### src/rtl/int_to_ascii_formatter_macros.svh
// Assertion macros for the integer-to-ASCII formatter.
// Included by the top level; no other dependencies.
`ifndef INT_TO_ASCII_FORMATTER_MACROS_SVH
`define INT_TO_ASCII_FORMATTER_MACROS_SVH

// Property checked on every clock edge, off while reset is held.
`define ITA_ASSERT(label, clk, rst_n, prop, msg) \
    label: assert property (@(posedge clk) disable iff (!rst_n) (prop)) \
        else $error(msg);

// Consequent checked in the cycle after the antecedent, off while reset is held.
`define ITA_ASSERT_NEXT(label, clk, rst_n, ante, cons, msg) \
    label: assert property (@(posedge clk) disable iff (!rst_n) (ante) |=> (cons)) \
        else $error(msg);

`endif

### src/rtl/ita_pkg.sv
// Shared types, character codes and helpers of the integer-to-ASCII formatter.
// No dependencies.
`default_nettype none

package ita_pkg;

    // Digit count field; holds up to the 20 decimal digits of a 64-bit value.
    localparam int NdW = 5;

    localparam logic [1:0] RADIX_DEC    = 2'd0;
    localparam logic [1:0] RADIX_HEX_LO = 2'd1;

    localparam logic [7:0] CHAR_MINUS = 8'h2D;
    localparam logic [7:0] CHAR_ZERO  = 8'h30;
    localparam logic [7:0] CHAR_SPACE = 8'h20;
    localparam logic [7:0] CHAR_LO_A  = 8'h61;
    localparam logic [7:0] CHAR_UP_A  = 8'h41;

    typedef struct packed {
        logic           neg;
        logic           zero_pad;
        logic [1:0]     radix;
        logic [5:0]     min_width;
        logic [6:0]     room;
        logic [NdW-1:0] nd;
    } t_conv_info;

    // Digit slots needed to hold a value of vb bits in decimal or in hex.
    function automatic int num_digits(input int vb);
        int dec_n;
        int hex_n;
        dec_n = (vb * 1233) / 4096 + 1;
        hex_n = (vb + 3) / 4;
        return (dec_n > hex_n) ? dec_n : hex_n;
    endfunction

    // Map one digit to its character; any radix other than lower hex is upper case.
    function automatic logic [7:0] digit_char(input logic [3:0] d, input logic [1:0] radix);
        logic [7:0] base;
        base = (radix == RADIX_HEX_LO) ? CHAR_LO_A : CHAR_UP_A;
        if (d < 4'd10) begin
            return CHAR_ZERO + {4'd0, d};
        end
        return base + {4'd0, d} - 8'd10;
    endfunction

endpackage

`default_nettype wire

### src/rtl/ita_in_if.sv
// Input channel of the integer-to-ASCII formatter: one value and its format.
// Valid/ready handshake; no dependencies.
`default_nettype none

interface ita_in_if;
    logic        valid;
    logic        ready;
    logic [63:0] value_bits;
    logic        signed_mode;
    logic [1:0]  radix_mode;
    logic        zero_pad;
    logic [5:0]  min_width;
    logic [6:0]  room;

    modport source (
        output valid, value_bits, signed_mode, radix_mode, zero_pad, min_width, room,
        input  ready
    );
    modport sink (
        input  valid, value_bits, signed_mode, radix_mode, zero_pad, min_width, room,
        output ready
    );
endinterface

`default_nettype wire

### src/rtl/ita_out_if.sv
// Output channel of the integer-to-ASCII formatter: one character per transfer.
// Valid/ready handshake; no dependencies.
`default_nettype none

interface ita_out_if;
    logic       valid;
    logic       ready;
    logic [7:0] out_char;
    logic       last;

    modport source (output valid, out_char, last, input ready);
    modport sink (input valid, out_char, last, output ready);
endinterface

`default_nettype wire

### src/rtl/ita_conv.sv
// Digit converter: sign handling, bit-serial binary to BCD (shift and add 3)
// or direct nibble load for hex, then a serial strip of leading zero digits.
// Depends on ita_pkg.
`default_nettype none

module ita_conv #(
    parameter int VALUE_BITS = 64
) (
    input  wire                          i_clk,
    input  wire                          i_rst_n,
    input  wire                          i_start,
    input  wire [VALUE_BITS-1:0]         i_value,
    input  wire                          i_signed,
    input  wire [1:0]                    i_radix,
    input  wire                          i_zero_pad,
    input  wire [5:0]                    i_min_width,
    input  wire [6:0]                    i_room,
    output logic                         o_ready,
    input  wire                          i_take,
    output logic                         o_res_valid,
    output ita_pkg::t_conv_info          o_info,
    output logic [4*ita_pkg::num_digits(VALUE_BITS)-1:0] o_digits
);

    localparam int NumDigits = ita_pkg::num_digits(VALUE_BITS);
    localparam int DigW      = 4 * NumDigits;
    localparam int CntW      = $clog2(VALUE_BITS + 1);

    localparam logic [1:0] S_IDLE  = 2'd0;
    localparam logic [1:0] S_DAB   = 2'd1;
    localparam logic [1:0] S_STRIP = 2'd2;
    localparam logic [1:0] S_HOLD  = 2'd3;

    logic [1:0]            r_state, n_state;
    logic [VALUE_BITS-1:0] r_mag, n_mag;
    logic [DigW-1:0]       r_dig, n_dig;
    logic [CntW-1:0]       r_cnt, n_cnt;
    ita_pkg::t_conv_info   r_info, n_info;

    logic                  w_neg;
    logic [VALUE_BITS-1:0] w_mag;
    logic [DigW-1:0]       w_adj;
    logic [3:0]            w_top;

    assign w_neg = i_signed && i_value[VALUE_BITS-1];
    assign w_mag = w_neg ? (~i_value + 1'b1) : i_value;
    assign w_top = r_dig[DigW-1 -: 4];

    // Add 3 to every BCD digit of 5 or more ahead of the shift.
    always_comb begin
        for (int k = 0; k < NumDigits; k++) begin
            w_adj[4*k +: 4] = (r_dig[4*k +: 4] >= 4'd5) ? r_dig[4*k +: 4] + 4'd3
                                                         : r_dig[4*k +: 4];
        end
    end

    always_comb begin
        n_state = r_state;
        n_mag   = r_mag;
        n_dig   = r_dig;
        n_cnt   = r_cnt;
        n_info  = r_info;
        unique case (r_state)
            S_IDLE: begin
                if (i_start) begin
                    n_info.neg       = w_neg;
                    n_info.zero_pad  = i_zero_pad;
                    n_info.radix     = i_radix;
                    n_info.min_width = i_min_width;
                    n_info.room      = i_room;
                    n_info.nd        = ita_pkg::NdW'(NumDigits);
                    if (i_radix == ita_pkg::RADIX_DEC) begin
                        n_mag   = w_mag;
                        n_dig   = '0;
                        n_cnt   = CntW'(VALUE_BITS);
                        n_state = S_DAB;
                    end else begin
                        n_dig   = DigW'(w_mag);
                        n_state = S_STRIP;
                    end
                end
            end
            S_DAB: begin
                n_dig = {w_adj[DigW-2:0], r_mag[VALUE_BITS-1]};
                n_mag = r_mag << 1;
                n_cnt = r_cnt - 1'b1;
                if (r_cnt == CntW'(1)) begin
                    n_state = S_STRIP;
                end
            end
            S_STRIP: begin
                // Drop one leading zero digit per cycle, keep at least one digit.
                if ((r_info.nd > ita_pkg::NdW'(1)) && (w_top == 4'd0)) begin
                    n_dig     = r_dig << 4;
                    n_info.nd = r_info.nd - 1'b1;
                end else begin
                    n_state = S_HOLD;
                end
            end
            S_HOLD: begin
                if (i_take) begin
                    n_state = S_IDLE;
                end
            end
            default: n_state = S_IDLE;
        endcase
    end

    always_ff @(posedge i_clk) begin
        if (!i_rst_n) begin
            r_state <= S_IDLE;
        end else begin
            r_state <= n_state;
        end
        r_mag  <= n_mag;
        r_dig  <= n_dig;
        r_cnt  <= n_cnt;
        r_info <= n_info;
    end

    assign o_ready     = (r_state == S_IDLE);
    assign o_res_valid = (r_state == S_HOLD);
    assign o_info      = r_info;
    assign o_digits    = r_dig;

endmodule

`default_nettype wire

### src/rtl/ita_emit.sv
// Character emitter: sends minus, padding and digits one per cycle while not
// stalled, via an output register, cut to the room (at most MAX_ROOM). Needs ita_pkg.
`default_nettype none

module ita_emit #(
    parameter int VALUE_BITS = 64,
    parameter int MAX_ROOM   = 64
) (
    input  wire                          i_clk,
    input  wire                          i_rst_n,
    input  wire                          i_res_valid,
    input  ita_pkg::t_conv_info          i_info,
    input  wire [4*ita_pkg::num_digits(VALUE_BITS)-1:0] i_digits,
    output logic                         o_take,
    output logic                         o_valid,
    input  wire                          i_ready,
    output logic [7:0]                   o_char,
    output logic                         o_last
);

    localparam int DigW = 4 * ita_pkg::num_digits(VALUE_BITS);

    logic            r_busy, n_busy;
    logic            r_valid, n_valid;
    logic [7:0]      r_char, n_char;
    logic            r_last, n_last;
    logic            r_neg, n_neg;
    logic            r_pad_zero, n_pad_zero;
    logic [1:0]      r_radix, n_radix;
    logic [5:0]      r_pad, n_pad;
    logic [6:0]      r_left, n_left;
    logic [DigW-1:0] r_dig, n_dig;

    logic       w_step;
    logic [5:0] w_pad;
    logic [6:0] w_len;
    logic [6:0] w_lim;
    logic [6:0] w_left;

    assign o_take = i_res_valid && !r_busy;
    assign w_step = r_busy && (!r_valid || i_ready);

    assign w_pad  = (i_info.min_width > {1'b0, i_info.nd})
                  ? i_info.min_width - {1'b0, i_info.nd} : 6'd0;
    assign w_len  = 7'(i_info.neg) + 7'(w_pad) + 7'(i_info.nd);
    assign w_lim  = (i_info.room > 7'(MAX_ROOM)) ? 7'(MAX_ROOM) : i_info.room;
    assign w_left = (w_len > w_lim) ? w_lim : w_len;

    always_comb begin
        n_busy     = r_busy;
        n_valid    = r_valid;
        n_char     = r_char;
        n_last     = r_last;
        n_neg      = r_neg;
        n_pad_zero = r_pad_zero;
        n_radix    = r_radix;
        n_pad      = r_pad;
        n_left     = r_left;
        n_dig      = r_dig;

        if (r_valid && i_ready) begin
            n_valid = 1'b0;
        end

        if (o_take) begin
            n_neg      = i_info.neg;
            n_pad_zero = i_info.zero_pad;
            n_radix    = i_info.radix;
            n_pad      = w_pad;
            n_dig      = i_digits;
            n_left     = w_left;
            n_busy     = (w_left != 7'd0);
        end else if (w_step) begin
            n_valid = 1'b1;
            n_last  = (r_left == 7'd1);
            n_left  = r_left - 1'b1;
            if (r_left == 7'd1) begin
                n_busy = 1'b0;
            end
            priority if (r_neg) begin
                n_char = ita_pkg::CHAR_MINUS;
                n_neg  = 1'b0;
            end else if (r_pad != 6'd0) begin
                n_char = r_pad_zero ? ita_pkg::CHAR_ZERO : ita_pkg::CHAR_SPACE;
                n_pad  = r_pad - 1'b1;
            end else begin
                n_char = ita_pkg::digit_char(r_dig[DigW-1 -: 4], r_radix);
                n_dig  = r_dig << 4;
            end
        end
    end

    always_ff @(posedge i_clk) begin
        if (!i_rst_n) begin
            r_busy  <= 1'b0;
            r_valid <= 1'b0;
        end else begin
            r_busy  <= n_busy;
            r_valid <= n_valid;
        end
        r_char     <= n_char;
        r_last     <= n_last;
        r_neg      <= n_neg;
        r_pad_zero <= n_pad_zero;
        r_radix    <= n_radix;
        r_pad      <= n_pad;
        r_left     <= n_left;
        r_dig      <= n_dig;
    end

    assign o_valid = r_valid;
    assign o_char  = r_char;
    assign o_last  = r_last;

endmodule

`default_nettype wire

### src/rtl/int_to_ascii_formatter.sv
// Integer-to-ASCII formatter top level: digit converter feeding a character emitter.
// Depends on ita_pkg, ita_in_if, ita_out_if, ita_conv, ita_emit and the macro header.
//
// Usage:
//   i_in carries one request: a value (low VALUE_BITS bits used), signed mode,
//   radix (decimal, lower hex, upper hex), pad character choice, minimum digit
//   width and the room left. o_out returns the text one character per transfer,
//   with last set on the final one; room zero yields no characters at all.
//   Decimal conversion shifts one value bit per cycle through a BCD register;
//   hex loads the nibbles directly. Leading zero digits are then stripped one per
//   cycle (up to 19 for 64 bits, at least 4 in hex), and the result is held until
//   the emitter, once it has issued its previous text, takes it. Each character
//   passes through the emitter's output register; after the first, one character
//   per cycle follows while the receiver does not stall. The next request can be
//   accepted in the cycle after the converter hands its result to the emitter, so
//   its conversion overlaps the current output. A stalled receiver holds the
//   output register; the emitter waits behind it. Reset (synchronous, active
//   low) empties both stages.
`default_nettype none

`include "int_to_ascii_formatter_macros.svh"

module int_to_ascii_formatter #(
    parameter int VALUE_BITS = 64,
    parameter int MAX_ROOM   = 64
) (
    input  wire        i_clk,
    input  wire        i_rst_n,
    ita_in_if.sink     i_in,
    ita_out_if.source  o_out
);

    localparam int DigW = 4 * ita_pkg::num_digits(VALUE_BITS);

    logic                w_conv_ready;
    logic                w_res_valid;
    logic                w_take;
    ita_pkg::t_conv_info w_info;
    logic [DigW-1:0]     w_digits;
    logic                w_valid;
    logic [7:0]          w_char;
    logic                w_last;

    ita_conv #(
        .VALUE_BITS (VALUE_BITS)
    ) u_conv (
        .i_clk       (i_clk),
        .i_rst_n     (i_rst_n),
        .i_start     (i_in.valid && w_conv_ready),
        .i_value     (i_in.value_bits[VALUE_BITS-1:0]),
        .i_signed    (i_in.signed_mode),
        .i_radix     (i_in.radix_mode),
        .i_zero_pad  (i_in.zero_pad),
        .i_min_width (i_in.min_width),
        .i_room      (i_in.room),
        .o_ready     (w_conv_ready),
        .i_take      (w_take),
        .o_res_valid (w_res_valid),
        .o_info      (w_info),
        .o_digits    (w_digits)
    );

    ita_emit #(
        .VALUE_BITS (VALUE_BITS),
        .MAX_ROOM   (MAX_ROOM)
    ) u_emit (
        .i_clk       (i_clk),
        .i_rst_n     (i_rst_n),
        .i_res_valid (w_res_valid),
        .i_info      (w_info),
        .i_digits    (w_digits),
        .o_take      (w_take),
        .o_valid     (w_valid),
        .i_ready     (o_out.ready),
        .o_char      (w_char),
        .o_last      (w_last)
    );

    assign i_in.ready     = w_conv_ready;
    assign o_out.valid    = w_valid;
    assign o_out.out_char = w_char;
    assign o_out.last     = w_last;

    `ITA_ASSERT_NEXT(a_busy_after_accept, i_clk, i_rst_n, i_in.valid && i_in.ready, !i_in.ready, "converter still ready after a request")
    `ITA_ASSERT_NEXT(a_release_on_take, i_clk, i_rst_n, w_take, !w_res_valid, "converter result held after hand-off")
    `ITA_ASSERT_NEXT(a_no_gap_in_text, i_clk, i_rst_n, o_out.valid && o_out.ready && !o_out.last, o_out.valid, "gap inside one item's text")
    `ITA_ASSERT(a_char_nonzero, i_clk, i_rst_n, !o_out.valid || (o_out.out_char != 8'h00), "null character emitted")

endmodule

`default_nettype wire

### src/flat_wrapper.sv
// flat-port wrapper written by rule: the top's interface ports become plain ports
module int_to_ascii_formatter_flat 
#(
    parameter int VALUE_BITS = 64,
    parameter int MAX_ROOM   = 64
)
  (i_clk, i_rst_n, i_in_valid, i_in_value_bits, i_in_signed_mode, i_in_radix_mode, i_in_zero_pad, i_in_min_width, i_in_room, i_in_ready, o_out_valid, o_out_out_char, o_out_last, o_out_ready);
  ita_in_if i_in_i ();
  ita_out_if o_out_i ();
  input  wire i_clk;
  input  wire i_rst_n;
  input wire logic [$bits(i_in_i.valid)-1:0] i_in_valid;
  input wire logic [$bits(i_in_i.value_bits)-1:0] i_in_value_bits;
  input wire logic [$bits(i_in_i.signed_mode)-1:0] i_in_signed_mode;
  input wire logic [$bits(i_in_i.radix_mode)-1:0] i_in_radix_mode;
  input wire logic [$bits(i_in_i.zero_pad)-1:0] i_in_zero_pad;
  input wire logic [$bits(i_in_i.min_width)-1:0] i_in_min_width;
  input wire logic [$bits(i_in_i.room)-1:0] i_in_room;
  output wire logic [$bits(i_in_i.ready)-1:0] i_in_ready;
  output wire logic [$bits(o_out_i.valid)-1:0] o_out_valid;
  output wire logic [$bits(o_out_i.out_char)-1:0] o_out_out_char;
  output wire logic [$bits(o_out_i.last)-1:0] o_out_last;
  input wire logic [$bits(o_out_i.ready)-1:0] o_out_ready;
  assign i_in_i.valid = i_in_valid;
  assign i_in_i.value_bits = i_in_value_bits;
  assign i_in_i.signed_mode = i_in_signed_mode;
  assign i_in_i.radix_mode = i_in_radix_mode;
  assign i_in_i.zero_pad = i_in_zero_pad;
  assign i_in_i.min_width = i_in_min_width;
  assign i_in_i.room = i_in_room;
  assign i_in_ready = i_in_i.ready;
  assign o_out_valid = o_out_i.valid;
  assign o_out_out_char = o_out_i.out_char;
  assign o_out_last = o_out_i.last;
  assign o_out_i.ready = o_out_ready;
  int_to_ascii_formatter #(.VALUE_BITS(VALUE_BITS), .MAX_ROOM(MAX_ROOM)) u_core (.i_clk(i_clk), .i_rst_n(i_rst_n), .i_in(i_in_i), .o_out(o_out_i));
endmodule
### config.mk
export PLATFORM = sky130hd
export DESIGN_NAME = int_to_ascii_formatter_flat
export DESIGN_NICKNAME = d
export VERILOG_FILES = /design/src/rtl/ita_pkg.sv /design/src/rtl/ita_in_if.sv /design/src/rtl/ita_out_if.sv /design/src/rtl/ita_conv.sv /design/src/rtl/ita_emit.sv /design/src/rtl/int_to_ascii_formatter.sv /design/src/flat_wrapper.sv
export VERILOG_INCLUDE_DIRS = /design/src /design/src/rtl
export SDC_FILE = /design/constraint.sdc
export NUM_CORES = 1
export LEC_CHECK = 0
export BUFFER_PORTS_ARGS = -buffer_cell sky130_fd_sc_hd__buf_4
export CAP_MARGIN = 20
export CORE_ASPECT_RATIO = 0.5
export CORE_MARGIN = 4
export CORE_UTILIZATION = 40
export DETAILED_ROUTE_END_ITERATION = 8
export PLACE_DENSITY_LB_ADDON = 0.05
export SYNTH_ARGS = -nofsm -noshare
export SYNTH_HDL_FRONTEND = slang
export SYNTH_SLANG_ARGS = --single-unit
### constraint.sdc
create_clock -name i_clk -period 9.2 [get_ports i_clk]
set_input_delay 1.84 -clock i_clk [delete_from_list [all_inputs] [get_ports i_clk]]
set_output_delay 1.84 -clock i_clk [all_outputs]
set_load 0.005 [all_outputs]
# After elaboration in Yosys (flattened, before gate mapping)
# Cells that the tools add are included.
dict set report totals {
  reg_bits 283
  inputBits 85
  out_inout_bits 11
  wordCells 192
}
dict set report op_classes {
  n_addsub 31
  n_lt_le_gt_ge 25
  eq_ne 14
  mux 71
  bitwise 2
  n_reduce_logical 29
}
# operator n
set ops {}
lappend ops {{80-bit 2-to-1 mux} 6}
lappend ops {{64-bit 2-to-1 mux} 4}
lappend ops {{80-bit one-hot mux with 3 select lines} 1}
lappend ops {{64-bit one-hot mux with 2 select lines} 1}
lappend ops {{4-bit by 3-bit >= comparator with 1-bit output, second input constant} 20}
lappend ops {{4-bit by 2-bit adder with 4-bit output, second input constant} 19}
lappend ops {{4-bit 2-to-1 mux} 19}
lappend ops {{64-bit by 1-bit adder with 64-bit output, second input constant} 1}
lappend ops {{64-bit inverter} 1}
lappend ops {{7-bit 2-to-1 mux} 6}
lappend ops {{6-bit 2-to-1 mux} 6}
lappend ops {{8-bit 2-to-1 mux} 3}
lappend ops {{5-bit 2-to-1 mux} 3}
lappend ops {{3-bit AND reduction} 5}
lappend ops {{7-bit by 1-bit equality test with 1-bit output, second input constant} 2}
lappend ops {{7-bit one-hot mux with 2 select lines} 1}
lappend ops {{7-bit by 1-bit subtractor with 7-bit output, second input constant} 2}
lappend ops {{1-bit 2-to-1 mux} 13}
lappend ops {{2-bit 2-to-1 mux} 5}
lappend ops {{2-bit != test, second input constant} 5}
lappend ops {{5-bit one-hot mux with 2 select lines} 1}
lappend ops {{2-bit nonzero test} 5}
lappend ops {{7-bit by 4-bit adder with 8-bit output} 1}
lappend ops {{2-bit one-hot mux with 4 select lines} 1}
lappend ops {{28 further kinds} 41}

# Depth between registers and ports, before layout
# Gate-level depths: netlist (run 1).
dict set report logic_depth {
  ltp_word 8
  depth_mapped 25
  depth_no_buf 24
}

# Cells and area by module
# A second synthesis (run 1) with hierarchy kept.
dict set report hier_totals {
  hier_cells 1704
  hier_area_um2 16773.6
}
# module n_inst cells_per_inst area_per_inst_um2 seq_area_each_um2
set by_module_without_submodules {}
lappend by_module_without_submodules {ita_conv 1 1131 11159.5 5235.0}
lappend by_module_without_submodules {ita_emit 1 572 5607.9 3193.1}
lappend by_module_without_submodules {int_to_ascii_formatter 1 1 6.3 0.0}

# Least setup slack after synthesis (run 1)
# No wires, ideal clock.
dict set report synth_path {
  kind {input-to-reg}
  startpoint {in o_out_ready}
  endpoint {reg u_core.u_emit.r_dig[0] (enable)}
  setup_ps 637
  t_arrival_ps 7976
  setup_slack_ps 586
  stages 3
  path_buffers 0
  path_cell_list {nand2b_1 > nand2_1 > o31ai_1}
}
dict set report synth_between {
  elab_chain_cells 4
}
# item line
set synth_rtl {}
lappend synth_rtl {{from (decl)} flat_wrapper.sv:23} ;# input wire logic [$bits(o_out_i.ready)-1:0] o_out_ready;
lappend synth_rtl {{1-bit logical OR} ita_emit.sv:41} ;# assign w_step = r_busy && (!r_valid || i_ready);
lappend synth_rtl {{1-bit logical AND} ita_emit.sv:41}
lappend synth_rtl {{2-bit nonzero test (no source line)} n/a}
lappend synth_rtl {{3-bit AND reduction (no source line)} n/a}
lappend synth_rtl {{to (signal assigned)} ita_emit.sv:108} ;# r_dig <= n_dig;
lappend synth_rtl {{to (decl)} ita_emit.sv:32} ;# logic [DigW-1:0] r_dig, n_dig;
# Every way passes these cells.
# A chain may end at the register's enable or synchronous reset.

# Worst setup path in the final report (run 1)
dict set report layout_path {
  startpoint {reg u_core.u_conv.r_info, in the netlist u_core.u_conv.o_info[0]}
  endpoint {reg u_core.u_emit.r_left[3] (data pin)}
}
dict set report layout_between {
  elab_chain_cells 7
}
# item line
set layout_rtl {}
lappend layout_rtl {{from (decl)} ita_conv.sv:38} ;# ita_pkg::t_conv_info r_info, n_info;
lappend layout_rtl {{from (signal assigned)} ita_conv.sv:118} ;# r_info <= n_info;
lappend layout_rtl {{6-bit by 5-bit subtractor with 6-bit output / 6-bit by 5-bit > comparator with 1-bit output (equally long branches)} {ita_emit.sv:44, ita_emit.sv:43}}
lappend layout_rtl {{6-bit 2-to-1 mux} ita_emit.sv:44} ;# ? i_info.min_width - {1'b0, i_info.nd} : 6'd0;
lappend layout_rtl {{1-bit by 6-bit adder with 7-bit output} ita_emit.sv:45} ;# assign w_len = 7'(i_info.neg) + 7'(w_pad) + 7'(i_info.nd);
lappend layout_rtl {{7-bit by 5-bit adder with 7-bit output *} ita_emit.sv:45}
lappend layout_rtl {{7-bit > comparator} ita_emit.sv:47} ;# assign w_left = (w_len > w_lim) ? w_lim : w_len;
lappend layout_rtl {{7-bit 2-to-1 mux *} ita_emit.sv:47}
lappend layout_rtl {{7-bit 2-to-1 mux *} ita_emit.sv:65} ;# if (o_take) begin
lappend layout_rtl {{via u_core.u_emit.n_left[3]} ita_emit.sv:31} ;# logic [6:0] r_left, n_left;
lappend layout_rtl {{to (signal assigned)} ita_emit.sv:107} ;# r_left <= n_left;
lappend layout_rtl {{to (decl)} ita_emit.sv:31}
# The timed path passes the listed nets; every way through them passes the cells marked *.

==> out/qor.yml, run 1 <==
min_from: "u_core.u_conv.o_info[19]"
yosysTopAreaCellShare_pct: 51.24
end_kind: "flop"
slew-limit-headroom_pct: 27.96
placed_area_sq_um: 17570
clk_pin_slew_worst_paths_ns: 0.07
required_ns: 9.47
crit_type: "reg2reg"
viasPerCell: 5.518
drv_cap: 0
crit_fanout: 11
holdWs_ns: 0.4202
start_util_pct: 41.18
synth_nets: 1794
rsz0062_at_grt: "false"
nets: 1864
synth_area_leader_cell: "edfxtp_1"
tns_ns: 0
crit_start: "u_core.u_conv.o_info[0]"
drt_iter0_markers: 948
grt_max_degree: 105
synth.most_common_cell: "edfxtp_1"
period_share_pct: 66.78
grt_pass1_vias: 12212
cp.arrival_ns: 6.41
synth-seq-area-share_pct: 51.73
worst_pin_slew_ns: 1.081
timing.rr.start: "u_core.u_conv.o_info[0]"
nFillCells: 3776
area_growth_pct: 13.26
synthTopCellsByArea: "edfxtp_1 51%, nand2_1 6.2%, ha_1 5.6%"
synth_common_cells: "278 x edfxtp_1, 267 x nand2_1, 145 x o21ai_0"
ys_types: 70
ir_drop_mv: 0.1632
syn_inst: 1634
post_cts_buffers: 0
design_area_sq_um: 18450
max_freq_mhz: 162.8
drv_slew: 0
cts.sinks: 282
ys_ff_latch: 282
std_cell_rows: 51
cts_resized: 0
cts_root_buf: "clkbuf_16"
wl_per_cell_um: 19.53
setup_viol: 0
yosysWarnings: 0
drtPass1Iterations: 6
die_y_um: 150.7
antenna_found_initial: 1
drtAntennaViolNets: 0
final_layout_size_suffix_gt1_share_pct: 11.31
fin_crit_ns: 6.144
grt-ovfl-total: 0
clockBufferDepth: 3
status: "finished, final reports clean"
die_x_um: 293.4
drc: 0
grt_util_all_layers_pct: 19.55
finClkSkew_ns: 0.02496
hpwlAfterDp_mm: 29.98
wl_mm: 44.03
start_kind: "flop"
syn_area_per_cell_sq_um: 9.971
power_leakage_nw: 6.708
syn_area_sq_um: 16290
place.gp.congestion: 0.8350
numCtsBuffers: 27
finalHoldViolations: 0
port_buffers: 94
fp.dieArea_sq_um: 44220
synth_edf_count: 278
synthFlopType: "edfxtp_1"
cts_tree: "built"
clk_latency_ns: 0.56
hold_buffers: 0
h-tree-depth: 1
vias: 12444
hold_path.class: "reg2reg"
ys_async_sr_fraction_pct: 0
grt_first_pass_wirelength_mm: 68.55
ios: 96
coreArea_sq_um: 39560
powerDensity_nw_per_um2: 311.0
layer usage:
metal / part of all wire [%] / vias up / track usage, % / routed length (um)
li1: - / 6052 / - / -
met4: 2.6 / 2 / 5.129 / 1123
met1: 46 / 6035 / 26.56 / 20300
met2: 47 / 281 / 33.10 / 20740
met3: 4.2 / 74 / 2.919 / 1847
met5: 0.045 / - / 0 / 20
power breakdown:
group / leakage [nW] / switching [mW] / internal (mW) / total [mW]
logic: 3.62 / 1.47 / 0.856 / 2.32
registers: 2.67 / 0.325 / 1.95 / 2.27
clock network: 0.415 / 0.519 / 0.623 / 1.14
worst paths after layout:
path	cells past startpoint	slack, ns	end
max	22	3.06	u_core.u_emit.r_left[3]
min	0	0.42	u_core.u_emit.r_radix[1]
max reg2reg	22	3.06	u_core.u_emit.r_left[3]
min reg2reg	0	0.42	u_core.u_emit.r_radix[1]
flip-flops by register name (all words and copies together) (netlist names):
name and flops:
u_core.u_conv.o_digits 80, u_core.u_conv.o_info 22, u_core.u_conv.r_cnt 7, u_core.u_conv.r_mag 64, u_core.u_conv.r_state 2, u_core.u_emit.o_char 7
u_core.u_emit.o_last 1, u_core.u_emit.o_valid 1, u_core.u_emit.r_busy 1, u_core.u_emit.r_dig 80, u_core.u_emit.r_left 7, u_core.u_emit.r_neg 1
u_core.u_emit.r_pad 6, u_core.u_emit.r_pad_zero 1, u_core.u_emit.r_radix 2
stage by stage:
step                      power (mW)  std cells  setup WS (ns)  util [%]
after floorplan                3.910       1634         0.5864         -
after global placement         4.497       2204          3.335     44.42
after detailed placement       4.588       2204          3.032     44.42
after CTS                      5.756       2253          2.993     46.62
after global routing           6.166       2254          2.320     46.64
final                          5.738       2255          3.056     46.64
worst max-delay path, cell delays in order (launching register included):
cell and delay [ns]:
edfxtp_1 0.50, ha_1 0.22, inv_1 0.06, fa_1 0.47
and4_1 0.18, a2111oi_0 0.85, a41oi_1 0.24, o21ai_0 0.25
ha_1 0.21, a21oi_1 0.07, fa_1 0.45, nor2b_1 0.12
o21ai_0 0.08, nand2b_1 0.12, xor2_1 0.32, ha_1 0.32
a2111oi_0 0.37, a32oi_1 0.27, o21ai_0 0.16, buf_2 0.25
nor2_1 0.07, a21oi_1 0.18, o21ai_0 0.12
cell usage in the layout (no fill, tap or decap), drive strengths merged, types with 12 or more instances in the layout:
master / Yosys / routed
a21oi: 140 / 140
a221o: 15 / 15
a221oi: 13 / 13
a22oi: 13 / 13
a31oi: 15 / 15
buf: 8 / 113
clkbuf: 64 / 28
clkinv: 0 / 13
edfxtp: 278 / 278
ha: 73 / 73
inv: 77 / 77
mux2: 16 / 16
nand2: 268 / 268
nand2b: 23 / 23
nor2: 130 / 130
nor2b: 17 / 17
nor3: 30 / 30
nor3b: 16 / 16
nor4: 12 / 12
o21ai: 167 / 167
o31ai: 14 / 14
or3: 14 / 14
xnor2: 69 / 69
xor2: 34 / 34
area by class of cell:
cell class                 instances  area [sq um]  share of cell area [%]
antenna                            1         2.502                 0.01356
clock buffer                      28         679.4                   3.682
clock inverter                    21         192.7                   1.044
inverter                          77         289.0                   1.566
multi-input combinational       1203          7352                   39.84
sequential                       282          8428                   45.67
tap                              530         663.1                   3.594
timing repair buffer             113         845.8                   4.584
cell families (layout without fill, tap and decap cells):
| group | after synthesis | count (layout) | share of synthesized area, % |
|---|---|---|---|
| simple gates | 558 | 558 | 15.71 |
| mux | 18 | 18 | 1.229 |
| compound gates | 448 | 448 | 16.47 |
| other cells | 1 | 2 | 0.02302 |
| buf+inv | 149 | 239 | 3.456 |
| xor+xnor | 103 | 103 | 5.537 |
| flops | 282 | 282 | 51.73 |
| fa+ha+maj | 75 | 75 | 5.852 |
(Power assumes the default switching activity.)
==> run 2: changes to the inputs <==
==> constraint.sdc (replaced) <==
create_clock -name i_clk -period 5.9 [get_ports i_clk]
set_input_delay 1.18 -clock i_clk [delete_from_list [all_inputs] [get_ports i_clk]]
set_output_delay 1.18 -clock i_clk [all_outputs]
set_load 0.005 [all_outputs]
==> run 2 against run 1 <==
- hold slack lost 0.0010 ns
- total power increased by 57%
- first-iteration DRC count decreased by 17%
- sequential cell count is the same
- clock-buffer cell count up 3
- die area did not move
- routed wire length grew 0.32%
- final cell count grew 0.35%
- setup slack worse by 2.7 ns
- combinational power is 57% higher
- non-clock buffer count grew 7
- core utilization grew 0.28 points
==> out/qor.yml, run 2 (synthesized netlist as in run 1, its figures left out) <==
period_share_pct: 93.39
drv_slew: 0
nets: 1872
whs_endpoint: "u_core.u_emit.r_pad_zero"
fin_crit_ns: 5.510
setup_viol: 0
antenna_found_initial: 0
finClkSkew_ns: 0.01808
numCtsBuffers: 28
drtAntennaViolNets: 0
clk_pin_slew_worst_paths_ns: 0.06
clockBufferDepth: 3
crit_top_cell: "ha_1"
viasPerCell: 5.470
cp_slowest_cell: "fa_1"
start_kind: "flop"
drt_iter0_markers: 789
grt_first_pass_wirelength_mm: 68.48
critical_path_buf_inv_count: 4
diodes: 0
grt_max_degree: 109
die_y_um: 150.7
slew-limit-headroom_pct: 32.46
ir_drop_mv: 0.2156
vias: 12379
hold_path.class: "reg2reg"
worstReg2RegEnd: "u_core.u_emit.r_left[1]"
crit_type: "reg2reg"
hpwlAfterDp_mm: 30.75
wl_per_cell_um: 19.52
std_cell_rows: 51
final_layout_size_suffix_gt1_share_pct: 11.71
fp.dieArea_sq_um: 44220
critPathMaxStageDelay_ns: 0.48
powerDensity_nw_per_um2: 485.2
hold_buffers: 0
area_growth_pct: 13.93
holdWs_ns: 0.4192
h-tree-depth: 1
clk_latency_ns: 0.56
final_util_pct: 46.92
port_buffers: 94
cts.sinks: 282
drc: 0
status: "finished, final reports clean"
drv_cap: 0
cts_root_buf: "clkbuf_16"
required_ns: 6.19
timing.rr.start: "u_core.u_conv.o_info[12]"
final_common_cell: "edfxtp_1"
grt-ovfl-total: 0
grt_util_all_layers_pct: 19.57
drtPass1Iterations: 5
power_leakage_nw: 6.776
min_from: "u_core.u_conv.o_info[20]"
min_path_cells: 0
mostFrequentLayoutCells: "278 x edfxtp_1, 265 x nand2_1, 144 x o21ai_0"
coreArea_sq_um: 39560
end_kind: "flop"
grt_pass1_vias: 12180
place.gp.congestion: 0.8167
cts_tree: "built"
die_x_um: 293.4
max_freq_mhz: 181.5
start_util_pct: 41.18
worst_pin_slew_ns: 1.013
crit_fanout: 10
ios: 96
reg2reg_setup_slack_ns: 0.39
r2r_cells: 25
cp.arrival_ns: 5.80
finalHoldViolations: 0
crit_family: "compound AO/OA/AOI/OAI gates"
wl_mm: 44.18
-- run 2: cell count changes in the layout (fill, tap and decap cells not counted), moves of 2 or more --
| cell | previous run | this run |
|---|---|---|
| buf_4 | 112 | 120 |
| a2111oi_1 | 0 | 2 |
| a2111oi_0 | 2 | 0 |
| clkinvlp_4 | 5 | 2 |
| clkbuf_16 | 27 | 29 |
-- run 2: where the power goes --
group	total (mW)	switching (mW)	internal, mW
Clock	1.82	0.797	1.02
Combinational	3.64	2.28	1.36
Sequential	3.54	0.504	3.04
Total	9.01	3.59	5.42
-- run 2: worst reg2reg max path: stages (launching register included) --
cell	delay [ns]
edfxtp_1	0.39
inv_1	0.07
ha_1	0.16
inv_1	0.06
fa_1	0.48
and4_1	0.18
a2111oi_1	0.38
buf_4	0.20
a41oi_1	0.09
nand2_1	0.14
o21ai_1	0.08
ha_1	0.23
a21oi_1	0.18
fa_1	0.24
nor2b_1	0.05
o21ai_0	0.17
nand2b_1	0.13
xor2_2	0.19
ha_1	0.34
nand3_1	0.14
o21bai_1	0.20
a32oi_1	0.38
o21ai_0	0.25
buf_4	0.23
a211oi_1	0.24
a21oi_1	0.07
-- run 2: layout make-up --
type | count | area (sq um)
multi-input cells | 1203 | 7368
clock buffers | 31 | 733.2
well taps | 530 | 663.1
inverters | 77 | 289.0
fillers | 3758 | 21000
repair buffers | 120 | 900.9
clock inverters | 20 | 178.9
flip-flops and latches | 282 | 8428
-- run 2: timing repair --
item / 4_1_cts / 5_1_grt
endpoints found under the setup margin: 0 / 7
buffers inserted: 0 / 0
resized for setup: 0 / 6
endpoints found under the hold margin: 0 / 0
-- run 2: how the worst max path moves through the flow --
stage | start | endpoint | depth (start not counted)
2_1_floorplan | o_out_ready | u_core.u_emit.r_dig[0] | 3
3_3_place_gp | u_core.u_conv.o_info[12] | u_core.u_emit.r_left[5] | 23
3_5_place_dp | u_core.u_conv.o_info[12] | u_core.u_emit.r_left[3] | 23
4_1_cts | u_core.u_conv.o_info[12] | u_core.u_emit.r_left[3] | 23
5_1_grt | u_core.u_conv.o_info[12] | u_core.u_emit.r_left[1] | 25
6_report | u_core.u_conv.o_info[12] | u_core.u_emit.r_left[1] | 25
-- run 2: per-stage QoR --
stage	total power [mW]	std cells	TNS, ns	worst slack, ns	instance area, sq um
after floorplan	6.067	1634	0	0.4526	16300
after global placement	7.075	2211	0	0.1960	17630
after detailed placement	7.162	2211	0	0.1511	17630
after CTS	9.044	2262	0	0.1072	18540
after global routing	9.695	2263	-0.1114	-0.03710	18560
final	9.005	2263	0	0.3898	18560
-- run 2: metal layers --
| layer | track usage, % | share of wire [%] | wire length, um |
|---|---|---|---|
| met1 | 26.63 | 46 | 20460 |
| met2 | 33.99 | 48 | 21360 |
| met3 | 2.845 | 4.1 | 1832 |
| met4 | 3.354 | 1.2 | 524 |
| met5 | 0 | 0 | 0 |
